--- config.mk ---
export PLATFORM = sky130hd
export DESIGN_NAME = binary_mask_smoothing_3x3
export DESIGN_NICKNAME = d
export VERILOG_FILES = /design/src/hw/rtl/bms_pkg.sv /design/src/hw/rtl/bms_line_ram.sv /design/src/hw/rtl/bms_col_cell.sv /design/src/hw/rtl/bms_window.sv /design/src/hw/rtl/binary_mask_smoothing_3x3.sv
export SDC_FILE = /design/constraint.sdc
export NUM_CORES = 2
export LEC_CHECK = 0
export ABC_AREA = 1
export BUFFER_PORTS_ARGS = -buffer_cell sky130_fd_sc_hd__buf_2
export CORE_MARGIN = 4
export CORE_UTILIZATION = 55
export DETAILED_ROUTE_END_ITERATION = 10
export PLACE_DENSITY = 0.71
export SYNTH_ARGS = -nofsm -noshare
export SYNTH_HDL_FRONTEND = slang
export SYNTH_SLANG_ARGS = --single-unit
export TNS_END_PERCENT = 5
--- constraint.sdc ---
create_clock -name aclk -period 16.4 [get_ports aclk]
set_input_delay 2.46 -clock aclk [delete_from_list [all_inputs] [get_ports aclk]]
set_output_delay 2.46 -clock aclk [all_outputs]
set_load 0.05 [all_outputs]
--- src/hw/rtl/bms_pkg.sv ---
`timescale 1ns / 1ps
// ----------------------------------------------------------------------------
// Binary mask smoothing package
// Sizes, codes, record types and helper functions shared by the smoothing
// block, its line buffer, its window cells and its checker.
// ----------------------------------------------------------------------------
package bms_pkg;

    localparam int MAX_WIDTH     = 1024;
    localparam int MAX_HEIGHT    = 1024;
    localparam int COL_W         = $clog2(MAX_WIDTH);
    localparam int ROW_W         = $clog2(MAX_HEIGHT);
    localparam int CFG_W         = 11;
    localparam int DIM_RESET     = 64;

    localparam int TDATA_W       = 8;
    localparam int APB_AW        = 3;
    localparam int APB_DW        = 32;

    // Window: the incoming column plus the columns held in the cell chain.
    localparam int COL_BITS      = 3;
    localparam int NUM_COL_CELLS = 2;
    localparam int WIN_BITS      = COL_BITS * (NUM_COL_CELLS + 1);
    localparam int CENTER_BIT    = WIN_BITS / 2;
    localparam int CNT_W         = $clog2(WIN_BITS);
    localparam int KEEP_MIN      = 3;
    localparam int FILL_MIN      = 7;

    // Bit positions inside one line buffer word.
    localparam int LB_UPPER      = 0;
    localparam int LB_MIDDLE     = 1;

    typedef enum logic {
        MODE_PIXEL = 1'b0,
        MODE_DRAIN = 1'b1
    } mode_t;

    typedef enum logic {
        REG_FRAME_WIDTH  = 1'b0,
        REG_FRAME_HEIGHT = 1'b1
    } reg_index_t;

    typedef struct packed {
        logic shift;
        logic clear;
        logic interior;
    } win_ctrl_t;

    typedef struct packed {
        logic             is_pixel;
        logic             emit;
        logic             interior;
        logic             px;
        logic             last;
        logic             sel_upper;
        logic [COL_W-1:0] addr;
    } stage_t;

    // Index of the last column for a programmed width, with zero read as one
    // and anything above the maximum read as the maximum.
    function automatic logic [COL_W-1:0] last_col(logic [CFG_W-1:0] v);
        if (v == '0) begin
            return '0;
        end else if (int'(v) > MAX_WIDTH) begin
            return COL_W'(MAX_WIDTH - 1);
        end else begin
            return COL_W'(v - CFG_W'(1));
        end
    endfunction

    function automatic logic [ROW_W-1:0] last_row(logic [CFG_W-1:0] v);
        if (v == '0) begin
            return '0;
        end else if (int'(v) > MAX_HEIGHT) begin
            return ROW_W'(MAX_HEIGHT - 1);
        end else begin
            return ROW_W'(v - CFG_W'(1));
        end
    endfunction

endpackage

--- src/hw/rtl/bms_line_ram.sv ---
`timescale 1ns / 1ps
// ----------------------------------------------------------------------------
// Line buffer RAM
// Holds the upper and middle row bits of each column in one two-bit word.
// One write and one registered read per cycle, with write-to-read bypass.
// ----------------------------------------------------------------------------
module bms_line_ram (
    input  logic                      aclk,
    input  logic                      aresetn,
    input  logic                      rd_en,
    input  logic [bms_pkg::COL_W-1:0] rd_addr,
    input  logic                      wr_en,
    input  logic [bms_pkg::COL_W-1:0] wr_addr,
    input  logic [1:0]                wr_data,
    output logic [1:0]                rd_data
);
    import bms_pkg::*;

    logic [1:0] line_mem [MAX_WIDTH];
    logic [1:0] rd_q_reg;
    logic       byp_reg;
    logic [1:0] byp_data_reg;

    always_ff @(posedge aclk) begin
        if (wr_en) begin
            line_mem[wr_addr] <= wr_data;
        end
    end

    always_ff @(posedge aclk) begin
        if (rd_en) begin
            rd_q_reg     <= line_mem[rd_addr];
            byp_data_reg <= wr_data;
        end
    end

    // A read that meets a write to the same column in the same cycle must
    // see the new word.
    always_ff @(posedge aclk) begin
        if (!aresetn) begin
            byp_reg <= 1'b0;
        end else if (rd_en) begin
            byp_reg <= wr_en && (wr_addr == rd_addr);
        end
    end

    assign rd_data = byp_reg ? byp_data_reg : rd_q_reg;

endmodule

--- src/hw/rtl/bms_col_cell.sv ---
`timescale 1ns / 1ps
// ----------------------------------------------------------------------------
// Window column cell
// Holds one three-pixel column of the window and passes it on to the next
// cell whenever a pixel shifts in.
// ----------------------------------------------------------------------------
module bms_col_cell (
    input  logic                         aclk,
    input  logic                         aresetn,
    input  logic                         shift_en,
    input  logic                         clear,
    input  logic [bms_pkg::COL_BITS-1:0] col_in,
    output logic [bms_pkg::COL_BITS-1:0] col_out
);
    import bms_pkg::*;

    logic [COL_BITS-1:0] col_reg;

    always_ff @(posedge aclk) begin
        if (!aresetn) begin
            col_reg <= '0;
        end else if (clear) begin
            col_reg <= '0;
        end else if (shift_en) begin
            col_reg <= col_in;
        end
    end

    assign col_out = col_reg;

endmodule

--- src/hw/rtl/bms_window.sv ---
`timescale 1ns / 1ps
// ----------------------------------------------------------------------------
// Smoothing window
// A chain of column cells forms the 3x3 neighborhood together with the
// incoming column; the neighbor count decides the smoothed center pixel.
// ----------------------------------------------------------------------------
module bms_window (
    input  logic                         aclk,
    input  logic                         aresetn,
    input  bms_pkg::win_ctrl_t           ctrl,
    input  logic [bms_pkg::COL_BITS-1:0] col_in,
    output logic                         pixel_out
);
    import bms_pkg::*;

    logic [COL_BITS-1:0] chain [NUM_COL_CELLS+1];
    logic [WIN_BITS-1:0] win;
    logic [CNT_W-1:0]    cnt;
    logic                center;

    assign chain[0] = col_in;

    for (genvar k = 0; k < NUM_COL_CELLS; k++) begin : g_cell
        bms_col_cell u_cell (
            .aclk     (aclk),
            .aresetn  (aresetn),
            .shift_en (ctrl.shift),
            .clear    (ctrl.clear),
            .col_in   (chain[k]),
            .col_out  (chain[k+1])
        );
    end

    // Newest column sits in the lowest bits, upper row first.
    always_comb begin
        for (int k = 0; k <= NUM_COL_CELLS; k++) begin
            win[k*COL_BITS +: COL_BITS] = chain[k];
        end
    end

    always_comb begin
        cnt = '0;
        for (int i = 0; i < WIN_BITS; i++) begin
            if (i != CENTER_BIT) begin
                cnt = cnt + CNT_W'(win[i]);
            end
        end
    end

    assign center = win[CENTER_BIT];

    always_comb begin
        if (!ctrl.interior) begin
            pixel_out = center;
        end else if (center) begin
            pixel_out = (cnt >= CNT_W'(KEEP_MIN));
        end else begin
            pixel_out = (cnt >= CNT_W'(FILL_MIN));
        end
    end

endmodule

--- src/hw/rtl/binary_mask_smoothing_3x3.sv ---
`timescale 1ns / 1ps
// ----------------------------------------------------------------------------
// Binary mask 3x3 smoothing
// One neighbor-count smoothing pass over a raster-ordered binary mask.
// ----------------------------------------------------------------------------
// Usage:
//   Pixels enter on the s_ stream, one per transaction, row by row; s_tuser
//   selects a pixel or a drain tick. Each smoothed pixel leaves on the m_
//   stream one row plus one pixel behind its input position. Once the frame
//   is complete, one drain tick per pending pixel flushes the tail, and the
//   final pixel of the frame carries m_tlast. Pixels after a complete frame
//   and drain ticks before it are taken and dropped.
//   frame_width and frame_height are written over APB while the stream is
//   idle; a write abandons the frame in progress.
// Timing:
//   One transaction per cycle on either side while m_tready is high. A
//   result reaches the m_ side by way of the read stage and then the output
//   register: the accepting edge registers the line buffer read, and the
//   output register then loads the result from the read stage.
// Reset and stalls:
//   Reset restores 64 x 64 and clears the position counters and the window;
//   the line buffers keep their contents and need no clearing pass.
//   While m_tready is low one result waits in the output register and one
//   more item is held in the read stage; only then does s_tready drop.
// ----------------------------------------------------------------------------
module binary_mask_smoothing_3x3 (
    input  logic                         aclk,
    input  logic                         aresetn,
    // Input stream
    input  logic                         s_tvalid,
    output logic                         s_tready,
    input  logic [bms_pkg::TDATA_W-1:0]  s_tdata,   // [0] pixel_in
    input  logic [0:0]                   s_tuser,   // [0] mode
    // Result stream
    output logic                         m_tvalid,
    input  logic                         m_tready,
    output logic [bms_pkg::TDATA_W-1:0]  m_tdata,   // [0] pixel_out
    output logic                         m_tlast,   // last_out
    // Configuration
    input  logic                         psel,
    input  logic                         penable,
    input  logic                         pwrite,
    input  logic [bms_pkg::APB_AW-1:0]   paddr,
    input  logic [bms_pkg::APB_DW-1:0]   pwdata,
    output logic [bms_pkg::APB_DW-1:0]   prdata,
    output logic                         pready
);
    import bms_pkg::*;

    logic [CFG_W-1:0] frame_width_reg;
    logic [CFG_W-1:0] frame_height_reg;
    logic             cfg_wr;
    reg_index_t       cfg_index;

    logic [COL_W-1:0] w_last;
    logic [ROW_W-1:0] h_last;

    logic [COL_W-1:0] col_reg, col_next;
    logic [ROW_W-1:0] row_reg, row_next;
    logic             full_reg, full_next;
    logic             tail_reg, tail_next;

    logic             in_accept;
    mode_t            in_mode;
    logic             s0_act;
    stage_t           s0_rec;

    logic             s1_valid_reg, s1_valid_next;
    stage_t           s1_reg, s1_next;
    logic             s1_out;
    logic             s1_fire;
    logic             adv1;

    logic [1:0]       rd_data;
    logic [1:0]       wr_data;
    win_ctrl_t        win_ctrl;
    logic [COL_BITS-1:0] win_col;
    logic             win_pixel;
    logic             result;

    logic             m_tvalid_reg, m_tvalid_next;
    logic             m_pixel_reg;
    logic             m_tlast_reg;

    // ---------------- configuration ----------------
    assign pready    = 1'b1;
    assign cfg_wr    = psel && penable && pwrite;
    assign cfg_index = reg_index_t'(paddr[APB_AW-1]);

    always_ff @(posedge aclk) begin
        if (!aresetn) begin
            frame_width_reg  <= CFG_W'(DIM_RESET);
            frame_height_reg <= CFG_W'(DIM_RESET);
        end else if (cfg_wr) begin
            unique case (cfg_index)
                REG_FRAME_WIDTH:  frame_width_reg  <= pwdata[CFG_W-1:0];
                REG_FRAME_HEIGHT: frame_height_reg <= pwdata[CFG_W-1:0];
            endcase
        end
    end

    always_comb begin
        unique case (cfg_index)
            REG_FRAME_WIDTH:  prdata = APB_DW'(frame_width_reg);
            REG_FRAME_HEIGHT: prdata = APB_DW'(frame_height_reg);
        endcase
    end

    assign w_last = last_col(frame_width_reg);
    assign h_last = last_row(frame_height_reg);

    // ---------------- input stage: raster position ----------------
    assign in_accept = s_tvalid && s_tready;
    assign in_mode   = mode_t'(s_tuser[0]);

    always_comb begin
        col_next  = col_reg;
        row_next  = row_reg;
        full_next = full_reg;
        tail_next = tail_reg;
        s0_act    = 1'b0;
        s0_rec    = '0;
        s0_rec.addr = col_reg;

        if (in_accept) begin
            unique case (in_mode)
                MODE_PIXEL: begin
                    if (!full_reg) begin
                        s0_act          = 1'b1;
                        s0_rec.is_pixel = 1'b1;
                        s0_rec.px       = s_tdata[0];
                        s0_rec.emit     = (row_reg != '0) &&
                                          !(row_reg == ROW_W'(1) && col_reg == '0);
                        s0_rec.interior = (row_reg >= ROW_W'(2)) && (col_reg >= COL_W'(2));
                        if (col_reg == w_last) begin
                            col_next = '0;
                            if (row_reg == h_last) begin
                                row_next  = '0;
                                full_next = 1'b1;
                                // With two or more rows, the last pixel of the
                                // second-to-last row is still pending.
                                tail_next = (h_last != '0);
                            end else begin
                                row_next = row_reg + ROW_W'(1);
                            end
                        end else begin
                            col_next = col_reg + COL_W'(1);
                        end
                    end
                end
                MODE_DRAIN: begin
                    if (full_reg) begin
                        s0_act = 1'b1;
                        if (tail_reg) begin
                            s0_rec.sel_upper = 1'b1;
                            s0_rec.addr      = w_last;
                            tail_next        = 1'b0;
                        end else begin
                            s0_rec.last = (col_reg == w_last);
                            if (col_reg == w_last) begin
                                col_next  = '0;
                                full_next = 1'b0;
                            end else begin
                                col_next = col_reg + COL_W'(1);
                            end
                        end
                    end
                end
            endcase
        end

        if (cfg_wr) begin
            col_next  = '0;
            row_next  = '0;
            full_next = 1'b0;
            tail_next = 1'b0;
        end
    end

    always_ff @(posedge aclk) begin
        if (!aresetn) begin
            col_reg  <= '0;
            row_reg  <= '0;
            full_reg <= 1'b0;
            tail_reg <= 1'b0;
        end else begin
            col_reg  <= col_next;
            row_reg  <= row_next;
            full_reg <= full_next;
            tail_reg <= tail_next;
        end
    end

    // ---------------- read stage ----------------
    assign s1_out   = s1_valid_reg && (!s1_reg.is_pixel || s1_reg.emit);
    assign adv1     = !s1_out || !m_tvalid_reg || m_tready;
    assign s_tready = adv1;
    assign s1_fire  = s1_valid_reg && adv1;

    always_comb begin
        s1_valid_next = s1_valid_reg;
        s1_next       = s1_reg;
        if (adv1) begin
            s1_valid_next = s0_act;
            s1_next       = s0_rec;
        end
    end

    always_ff @(posedge aclk) begin
        if (!aresetn) begin
            s1_valid_reg <= 1'b0;
        end else begin
            s1_valid_reg <= s1_valid_next;
        end
    end

    always_ff @(posedge aclk) begin
        s1_reg <= s1_next;
    end

    // The middle row moves up and the new pixel becomes the middle row.
    always_comb begin
        wr_data            = '0;
        wr_data[LB_UPPER]  = rd_data[LB_MIDDLE];
        wr_data[LB_MIDDLE] = s1_reg.px;
    end

    bms_line_ram u_line_ram (
        .aclk     (aclk),
        .aresetn  (aresetn),
        .rd_en    (in_accept && s0_act),
        .rd_addr  (s0_rec.addr),
        .wr_en    (s1_fire && s1_reg.is_pixel),
        .wr_addr  (s1_reg.addr),
        .wr_data  (wr_data),
        .rd_data  (rd_data)
    );

    assign win_ctrl.shift    = s1_fire && s1_reg.is_pixel;
    assign win_ctrl.clear    = cfg_wr || (s1_fire && !s1_reg.is_pixel && s1_reg.last);
    assign win_ctrl.interior = s1_reg.interior;
    assign win_col           = {s1_reg.px, rd_data[LB_MIDDLE], rd_data[LB_UPPER]};

    bms_window u_window (
        .aclk      (aclk),
        .aresetn   (aresetn),
        .ctrl      (win_ctrl),
        .col_in    (win_col),
        .pixel_out (win_pixel)
    );

    always_comb begin
        if (s1_reg.is_pixel) begin
            result = win_pixel;
        end else if (s1_reg.sel_upper) begin
            result = rd_data[LB_UPPER];
        end else begin
            result = rd_data[LB_MIDDLE];
        end
    end

    // ---------------- output register ----------------
    always_comb begin
        if (s1_fire && s1_out) begin
            m_tvalid_next = 1'b1;
        end else if (m_tready) begin
            m_tvalid_next = 1'b0;
        end else begin
            m_tvalid_next = m_tvalid_reg;
        end
    end

    always_ff @(posedge aclk) begin
        if (!aresetn) begin
            m_tvalid_reg <= 1'b0;
        end else begin
            m_tvalid_reg <= m_tvalid_next;
        end
    end

    always_ff @(posedge aclk) begin
        if (s1_fire && s1_out) begin
            m_pixel_reg <= result;
            m_tlast_reg <= s1_reg.last;
        end
    end

    assign m_tvalid = m_tvalid_reg;
    assign m_tdata  = TDATA_W'(m_pixel_reg);
    assign m_tlast  = m_tlast_reg;

endmodule

---- Yosys cells after proc, flatten, opt, wreduce, memory -nomap -nowiden ----
Memory sizes are Yosys's and may differ from the RTL's. A register that Yosys moved wholly into a read port is not among the register bits.
Index checks and enable logic that the tools add are counted.
storage, ports and cells
  memories ................................ 1
  input bits .............................. 51
  bits in registers ....................... 73
  output and inout port bits .............. 44
  RAM bits ................................ 2048
memories
  memory               depth  bits a word  rd ports  clocked after Yosys merged registers in  wr ports  RTL line            text
  u_line_ram.line_mem  1024   2            1         1                                        1         bms_line_ram.sv:19  logic [1:0] line_mem [MAX_WIDTH];
operators by class
  reductions and logical operators ........ 39
  magnitude comparators ................... 6
  add/subtract/negate cells ............... 11
  muxes and demuxes ....................... 41
  eq/ne operators ......................... 9
  bitwise operators ....................... 5
operators by type and width
  kind                     number
  $mux W10                 12
  $pmux W32 S2             1
  $eq A10 B10 Y1           3
  $add A4 B1 Y4            6
  $gt A11 B11 Y1 const B   2
  $logic_not A11 Y1        2
  $mux W1                  21
  $add A10 B1 Y10 const B  2
  $ge A10 B2 Y1 const B    2
  $pmux W10 S2             1
  $reduce_bool A10 Y1      2
  $sub A10 B1 Y10 const B  2
  $logic_and A1 B1 Y1      14
  $mux W11                 1
  $eq A10 B1 Y1 const B    1
  $logic_not A10 Y1        1
  $ne A2 B2 Y1 const B     4
  $reduce_and A4 Y1        2
  $pmux W1 S2              3
  $reduce_or A2 Y1         3
  $not A1 Y1               5
  $reduce_and A5 Y1        1
  $ge A4 B2 Y1 const B     1
  $ge A4 B3 Y1 const B     1
  other kinds (11)         18

---- Longest topological paths before layout ----
  depth in word-level cells ............... 12
  gate-level depth with buffers ........... 26

---- Hierarchy ----
From an unflattened synthesis, not the netlist that was laid out.
second synthesis, totals
  cell total of the unflattened synthesis .. 8755
  area, all modules ....................... 92336.1 um^2
modules (own cells, without submodules)
  module                     cells an instance  area each (um^2)  times used
  bms_line_ram               8003               87199.9           1
  binary_mask_smoothing_3x3  691                4702.0            1
  bms_col_cell               15                 108.9             2
  bms_window                 31                 216.5             1

---- Worst setup path after synthesis ----
Ideal clock, no wire load.
  path type ............................... reg2reg
  from .................................... reg u_line_ram.byp_reg
  to ...................................... reg m_pixel_reg (data pin)
  data required time ...................... 16.064 ns
  data arrival time ....................... 16.787 ns
  buffers on the path ..................... 0
  stages on the path, launching flop included .. 15
  path slack .............................. -0.723 ns
  cell sequence ........................... dfxtp_1 > inv_1 > nand2_1 > nand2_1 > ha_1 > inv_1 > fa_1 > fa_1 > fa_1 > fa_1 > nor2_1 > a21oi_1 > o22ai_1 > a21oi_1 > o21ai_0
on the way
  word-level cells in the longest chain between the ends .. 12
RTL lines
  what                                          RTL line                            text
  start: declaration                            bms_line_ram.sv:21                  logic byp_reg;
  start signal: assignment                      bms_line_ram.sv:43                  byp_reg <= wr_en && (wr_addr == rd_addr);
  $mux W2 *                                     bms_line_ram.sv:47                  assign rd_data = byp_reg ? byp_data_reg : rd_q_reg;
  via rd_data[1]                                binary_mask_smoothing_3x3.sv:74     logic [1:0] rd_data;
  $add A1 B1 Y2                                 bms_window.sv:45                    cnt = cnt + CNT_W'(win[i]);
  $add A4 B1 Y4 (6 in series)                   bms_window.sv:45
  $ge A4 B3 Y1 or $ge A4 B2 Y1 (tied branches)  bms_window.sv:58, bms_window.sv:56
  $mux W1                                       bms_window.sv:55                    end else if (center) begin
  $mux W1                                       bms_window.sv:53                    if (!ctrl.interior) begin
  $mux W1 *                                     binary_mask_smoothing_3x3.sv:253    if (s1_reg.is_pixel) begin
  via result                                    binary_mask_smoothing_3x3.sv:79     logic result;
  end signal: assignment                        binary_mask_smoothing_3x3.sv:283    m_pixel_reg <= result;
  end: declaration                              binary_mask_smoothing_3x3.sv:82     logic m_pixel_reg;
Mark *: on every way through the listed nets, which the timed path passes. The rest lies on a longest branch.
A chain may end at the register's enable or synchronous reset.

---- Final worst setup path ----
  from .................................... in m_tready
  to ...................................... reg u_line_ram.rd_q_reg[1] (read register of u_line_ram.line_mem) (data pin)
on the way
  word-level cells in the longest chain between the ends .. 4
RTL lines
  what                   RTL line                          text
  start: declaration     binary_mask_smoothing_3x3.sv:36   input logic m_tready,
  $logic_or A1 B1 Y1 *   binary_mask_smoothing_3x3.sv:196  assign adv1 = !s1_out || !m_tvalid_reg || m_tready;
  $logic_and A1 B1 Y1 *  binary_mask_smoothing_3x3.sv:113  assign in_accept = s_tvalid && s_tready;
  $mux W1                binary_mask_smoothing_3x3.sv:125  if (in_accept) begin
  $logic_and A1 B1 Y1    binary_mask_smoothing_3x3.sv:231  .rd_en (in_accept && s0_act),
  end: declaration       bms_line_ram.sv:20                logic [1:0] rd_q_reg;
Every way passes the cells marked *; elsewhere a longest branch is shown, timed or not.

==> impl_metrics.ini <==
[timing]
slew_headroom_pct = 12.4
setup_ws_ns = 7.64
fin_tns_setup_ns = 0
period_share_pct = 53.4
rsz0062_at_grt = no
setup-violations-final = 0
hold_violations = 0
finClkSkew_ns = 0.0325
worst_pin_slew_ns = 1.31
period_minus_slack_ns = 8.76
maxSlewViolCount = 0
fmax_mhz = 114

[grt]
grt_overflow = 0
grt_pass1_wl_mm = 386
grt_max_degree = 255
grt_pass1_vias = 65000
antenna_found_initial = 6
grt_use_total_pct = 28.2

[floorplan]
die_x_um = 425
core_um2 = 172000
io-pin-count = 95
die_y_um = 425
die_area_um2 = 181000
rows = 152
initial_core_util_pct = 55.6

[cts]
cts.repair.resized = 0
cts_max_path_buffers = 3
clkSinkCount = 2123
worstSkewPairLatency_ns = 0.84
postCtsSetupBuffers = 0
htree_levels = 4
cts-root-buf = clkbuf_16
cts_tree = built
cts_buffers = 206
cts.reportedPaths.clkPinSlew_ns = 0.06
holdBufCountCts = 0

[finish]
largest_register_ffs = 2048
num-fill-cells = 14000
multi_input_area_um2 = 26400
seq_area_um2 = 63200
area_growth_pct = 7.71
fin_nets = 9019
final_layout_size_suffix_gt1_share_pct = 5.40

[yosys]
synth_area_leader_cell = edfxtp_1
synth_flop_cell = edfxtp_1
synth_top_area_share_pct = 64.9
syn_inst = 9305
yosysMostFrequentCell = edfxtp_1
synth_seq_cells = 2123
ys_top_cells_by_area = edfxtp_1, nand3_1, nand2_1
syn-cell-area_um2 = 95800
synthArstFlopShare_pct = 0
yosys_warnings = 0
ys_types = 48
syn_avg_cell_area_um2 = 10.3
synth_edf_count = 2070
synthTopCellsByCount = edfxtp_1, nand2_1, nand3_1
synth-seq-area-share_pct = 66.0

[routing]
drc_errors = 0
drt_iter0_markers = 8956
first_pass_iters = 7
wl_per_cell_um = 22.7
vias_per_cell = 5.93
drt_wl_total_mm = 260
ant_nets = 0
vias = 67800

[status]
status = finished, final reports clean

[setup_path]
endpoint_kind = flip-flop
critPathKind = input pin to flip-flop
arrival_ns = 9.43
worstPathMaxFanout = 91
cp_data_required_time_ns = 17.07
start_kind = input pin

[place]
place_congestion = 0.836
port-buffer-count = 35
hpwl_mm = 126
pre_cts_ws_ns = 6.96

[pwr]
p_leak_nw = 37.8
peakVddDrop_v = 0.000123
power_density_nw_per_um2 = 107

[run]
cap_violations = 0

[hold_path]
hp-class = flip-flop to flip-flop
==> final cells by class <==
cell class	instances	area share, %
sequential	2123	61.2
multi-input combinational	5605	25.6
clock buffer	264	5.31
inverter	881	3.24
tap	2310	2.80
timing repair buffer	132	0.948
clock inverter	114	0.909
antenna	2	0.00485
==> cells in the final DEF (no fill, tap or decap), types with 31 or more instances in the layout <==
cell / Yosys / layout
clkbuf_16: 0 / 211
buf_2: 240 / 35
edfxtp_1: 2070 / 2070
dfxtp_1: 53 / 53
nand2_4: 1 / 31
nand2_1: 1884 / 1850
nor2_1: 1093 / 1090
buf_4: 44 / 91
nand3_1: 1450 / 1449
nand3b_1: 342 / 342
o211ai_1: 190 / 190
inv_1: 868 / 864
a21oi_1: 233 / 233
o21ai_0: 234 / 233
clkinv_1: 2 / 49
clkinv_2: 0 / 39
clkbuf_1: 358 / 53
==> worst max-delay path: stages <==
cell and delay, ns:
buf_2 0.10, nor2_2 0.15, nand3_2 0.48, nand3_4 0.27
nor2_8 0.10, inv_1 0.23, nand2_8 0.39, nand2_8 0.60
buf_4 0.62, buf_4 0.81, buf_4 0.64, buf_4 0.62
nand2_1 0.10, nand2_1 0.09, nand2_1 0.05, nand3_1 0.10
nand3_1 0.09, nand3_1 0.11, nand3_1 0.28, nand3_1 0.19
nand3_1 0.17, nand3_1 0.12, nand3_1 0.14, nand2_1 0.24
==> worst paths after layout <==
path / start / to / slack, ns / cells past startpoint
setup / recovery: m_tready / u_line_ram.rd_q_reg[1] / 7.64 / 24
hold / removal: s1_reg[11] / m_tlast / 0.46 / 0
setup reg to reg: s1_reg[15] / u_line_ram.rd_q_reg[1] / 8.97 / 23
hold reg to reg: s1_reg[11] / m_tlast / 0.46 / 0
==> per-stage QoR <==
| stage | area (um^2) | util, % | power [mW] | instances | hold slack (ns) |
|---|---|---|---|---|---|
| after global placement | 96800 | 56.1 | 6.56 | 11100 | 0.445 |
| after floorplan | 95900 | - | 6.52 | 9332 | 0.427 |
| after detailed placement | 96800 | 56.1 | 6.56 | 11100 | 0.447 |
| after global routing | 103000 | 59.8 | 11.3 | 11400 | 0.474 |
| after CTS | 103000 | 59.8 | 11.0 | 11400 | 0.462 |
| final | 103000 | 59.8 | 11.0 | 11400 | 0.459 |
==> metal layers <==
metal / up-vias / global-route usage, % / wire [um]
met2: 3567 / 46.2 / 123000
met3: 669 / 4.35 / 26200
li1: 30800 / - / -
met5: - / 0 / 0
met4: 0 / 12.9 / 12800
met1: 32700 / 37.4 / 98000
==> logic make-up (layout without fill, tap and decap cells) <==
| group | after synthesis | after routing | synth area share, % |
|---|---|---|---|
| and+or+nand+nor | 4846 | 4846 | 22.4 |
| DFF | 2123 | 2123 | 66.0 |
| buffers and inverters | 1604 | 1391 | 7.00 |
| other | 2 | 31 | 0.00784 |
| adders and majority gates | 19 | 19 | 0.279 |
| AOI/OAI and AO/OA | 690 | 690 | 4.14 |
| xor gates and xnor gates | 21 | 21 | 0.192 |
==> report_power, final <==
part | switching (mW) | total, mW | internal (mW)
logic | 0.378 | 0.494 | 0.116
registers | 0.00386 | 5.96 | 5.96
clock network | 2.01 | 4.56 | 2.55
total | 2.39 | 11.0 | 8.62
(Power assumes the default switching activity.)
